===== src/rtl/htbd_pkg.sv =====
// Shared types and codes of the Huffman tree bit decoder.
package htbd_pkg;

    localparam int MODE_W     = 2;
    localparam int SYM_W      = 8;
    localparam int LEN_W      = 6;
    localparam int CODE_W     = 32;
    localparam int CODE_IDX_W = $clog2(CODE_W);
    localparam int STATUS_W   = 3;

    // Longest code that an add accepts.
    localparam int MAX_CODE_BITS = 32;

    localparam logic [MODE_W-1:0] MODE_CLEAR  = 2'd0;
    localparam logic [MODE_W-1:0] MODE_ADD    = 2'd1;
    localparam logic [MODE_W-1:0] MODE_DECODE = 2'd2;

    localparam logic [STATUS_W-1:0] ST_NONE     = 3'd0;
    localparam logic [STATUS_W-1:0] ST_SYMBOL   = 3'd1;
    localparam logic [STATUS_W-1:0] ST_MISSING  = 3'd2;
    localparam logic [STATUS_W-1:0] ST_FULL     = 3'd3;
    localparam logic [STATUS_W-1:0] ST_TOO_LONG = 3'd4;

    typedef struct packed {
        logic clear;
        logic wr_left;
        logic wr_right;
        logic wr_leaf;
    } t_store_ctl;

    typedef struct packed {
        logic missing;
        logic leaf;
    } t_step_flags;

endpackage


===== src/rtl/htbd_step_unit.sv =====
// Tree step unit: picks the child for one code bit and tests the read node.
module htbd_step_unit
    import htbd_pkg::*;
#(
    parameter int NW = 9
) (
    input  logic [NW-1:0] i_left,
    input  logic [NW-1:0] i_right,
    input  logic          i_bit,
    output logic [NW-1:0] o_child,
    output t_step_flags   o_flags
);

    assign o_child         = i_bit ? i_right : i_left;
    assign o_flags.missing = (o_child == '0);
    assign o_flags.leaf    = (i_left == '0) && (i_right == '0);

endmodule

===== config.mk =====
export PLATFORM = sky130hd
export DESIGN_NAME = htbd_step_unit
export DESIGN_NICKNAME = d
export VERILOG_FILES = /design/src/rtl/htbd_pkg.sv /design/src/rtl/htbd_step_unit.sv
export SDC_FILE = /design/constraint.sdc
export NUM_CORES = 1
export LEC_CHECK = 0
export ABC_AREA = 1
export BUFFER_PORTS_ARGS = -buffer_cell sky130_fd_sc_hd__buf_2
export CORE_AREA = 2 2 39 41
export DETAILED_ROUTE_END_ITERATION = 6
export DIE_AREA = 0 0 41 43
export PLACE_DENSITY_LB_ADDON = 0.2
export SLEW_MARGIN = 20
export SYNTH_ARGS = -nofsm -noshare
export SYNTH_HDL_FRONTEND = slang
export SYNTH_SLANG_ARGS = --single-unit

===== constraint.sdc =====
create_clock -name vclk -period 1.3
set_clock_uncertainty 0.15 [all_clocks]
set_input_delay 0.26 -clock vclk [all_inputs]
set_output_delay 0.26 -clock vclk [all_outputs]
set_load 0.03 [all_outputs]

==> flow_summary.ini <==
[run_status]
outcome = finished, violations left
violations = negative setup slack

[cells_and_area]
antenna_cells = 0
layout_commonest_cell = buf_2
postLayoutCoreUtil_pct = 48.6
seq_cells = 0
num-clock-buffers = 0
final_nets = 109
area_growth_pct = 212
regArea_um2 = 0
drive_gt1_share_pct = 77.3
final_cell_mix = buf_2 (23), nand2_4 (12), nand2_1 (10)
finalInstanceArea_um2 = 672
final_cells = 104

[detailed_routing]
drtPass1Iterations = 2
postRouteWirelength_um = 868
routedWlPerCell_um = 8.35
drt_iter0_drc = 3
drtAntennaViolNets = 0
drc = 0
num_vias = 424
routed_via_density = 4.08

[worst_setup_path]
crit_path_start_kind = input port
crit_cells = 7
path_max_fanout = 5
slowest_delay_ps = 130
cp-end-kind = output port
path_cells = buf_12 -> nand2_1 -> nand2_4 -> nor2_1 -> nand3_1 -> nor2_4 -> buf_6
worstSetupPathType = in -> out
cp_num_buf_inv = 2
cp_slowest_cell = nand3_1
critPathRequiredTime_ps = 890
arrival_ps = 1000
critPathLaunch = i_bit
crit_family = simple AND/OR/NAND/NOR gates
cp-endpoint = o_flags[1]

[sta]
rsz0062_at_grt = true
timing.hold.ws_ps = 714
layout_setup_ws_ps = -113
maxSlewHeadroom_pct = 90.1
final.setup.tns_ps = -146
fin_crit_ps = 1410
fmax_mhz = 708
maxSlewViolCount = 0
tightest_slew_ps = 148
finalSetupViolCount = 3
final.period_utilization_pct = 109
hold_viol_final = 0

[placed_design]
placed_area_um2 = 547
port_buffers = 30
dp.cells = 103
pre_cts_ws_ps = -386
place.gp.congestion = 0.710
place_hpwl_um = 752

[yosys]
synth.area.top_cells = nand2_1 (47%), nor2_1 (21%), buf_6 (5.2%)
syn-num-nets = 69
netlist_area_um2 = 215
netlist.area_leader.share_pct = 47.1
yosys_warnings = 0
syn_inst = 50
yosys.area.top_type = nand2_1
synth_cell_types = 11
syn_area_per_cell_um2 = 4.30
seq_area_frac_synth_pct = 0

[power_and_ir_drop]
p_leak_nw = 0.350
power.share.combinational_pct = 100.0
switching_power_mw = 0.140
p_int_mw = 0.117
clockPowerShare_pct = 0
seq_power_share_pct = 0
swShare_pct = 54.4
power_mw = 0.257
p_per_area_mw_per_mm2 = 382
max-vdd-ir-drop_uv = 132

[global_routing]
track_usage_pct = 9.29
grt_max_degree = 10
grt_pass1_wl_um = 1240
antenna_found_initial = 0
grt_pass1_vias = 367
overflow = 0

[floorplan]
placementRows = 14
fp.dieW_um = 41
start_util_pct = 15.6
ioPinCount = 30
die_height_um = 43
dieArea_mm2 = 0.00176
core_mm2 = 0.00138

[job]
maxCapViolCount = 0

[clock_network]
cts_hold_buf = 0

[hold_path]
hp-class = in -> out
## layer usage
layer	part of all wire, %	wire length, um	vias up	track usage (%)
met2	57	492	15	20.3
met4	0	0	0	0
met3	8.4	73	0	0
li1	-	-	232	-
met5	0	0	-	0
met1	35	302	177	8.86
## worst min path at each step
stage | end | cells past startpoint | from | slack (ps)
final | o_child[6] | 4 | i_left[6] | 710
after global placement | o_child[6] | 4 | i_left[6] | 750
after floorplan | o_child[4] | 2 | i_left[4] | 500
after global routing | o_child[6] | 4 | i_left[6] | 750
after detailed placement | o_child[1] | 4 | i_left[1] | 750
after CTS | o_child[6] | 4 | i_left[6] | 720
## what timing repair did
action | in CTS | in global routing
resized for setup | 21 | 7
endpoints found under the setup margin | 11 | 4
pin swaps | 2 | 1
cloned | 0 | 1
setup buffers | 0 | 0
## logic make-up after synthesis
logic type	after synthesis	share of synthesized area [%]
and+or+nand+nor	46	86.1
buffers and inverters	3	9.88
AOI/OAI and AO/OA	1	4.07
## final cells by class
class,instances,area [um^2]
Timing Repair Buffer,39,295
Fill cell,152,712
Multi-Input combinational cell,47,337
Tap cell,16,20.0
Inverter,2,20.0
## power by group through the flow
stage / clock network (mW) / logic [mW] / registers, mW
2_1_floorplan: 0 / 0.135 / 0
3_3_place_gp: 0 / 0.220 / 0
3_5_place_dp: 0 / 0.220 / 0
4_1_cts: 0 / 0.244 / 0
5_1_grt: 0 / 0.274 / 0
6_report: 0 / 0.257 / 0
## cells in the mapped netlist, drive strengths merged
library cell	number
buf	1
nor3	2
nand2	28
or2	1
nand3	2
inv	2
o21ai	1
nor2	13
No activity file was read; power rests on OpenSTA's default activity.
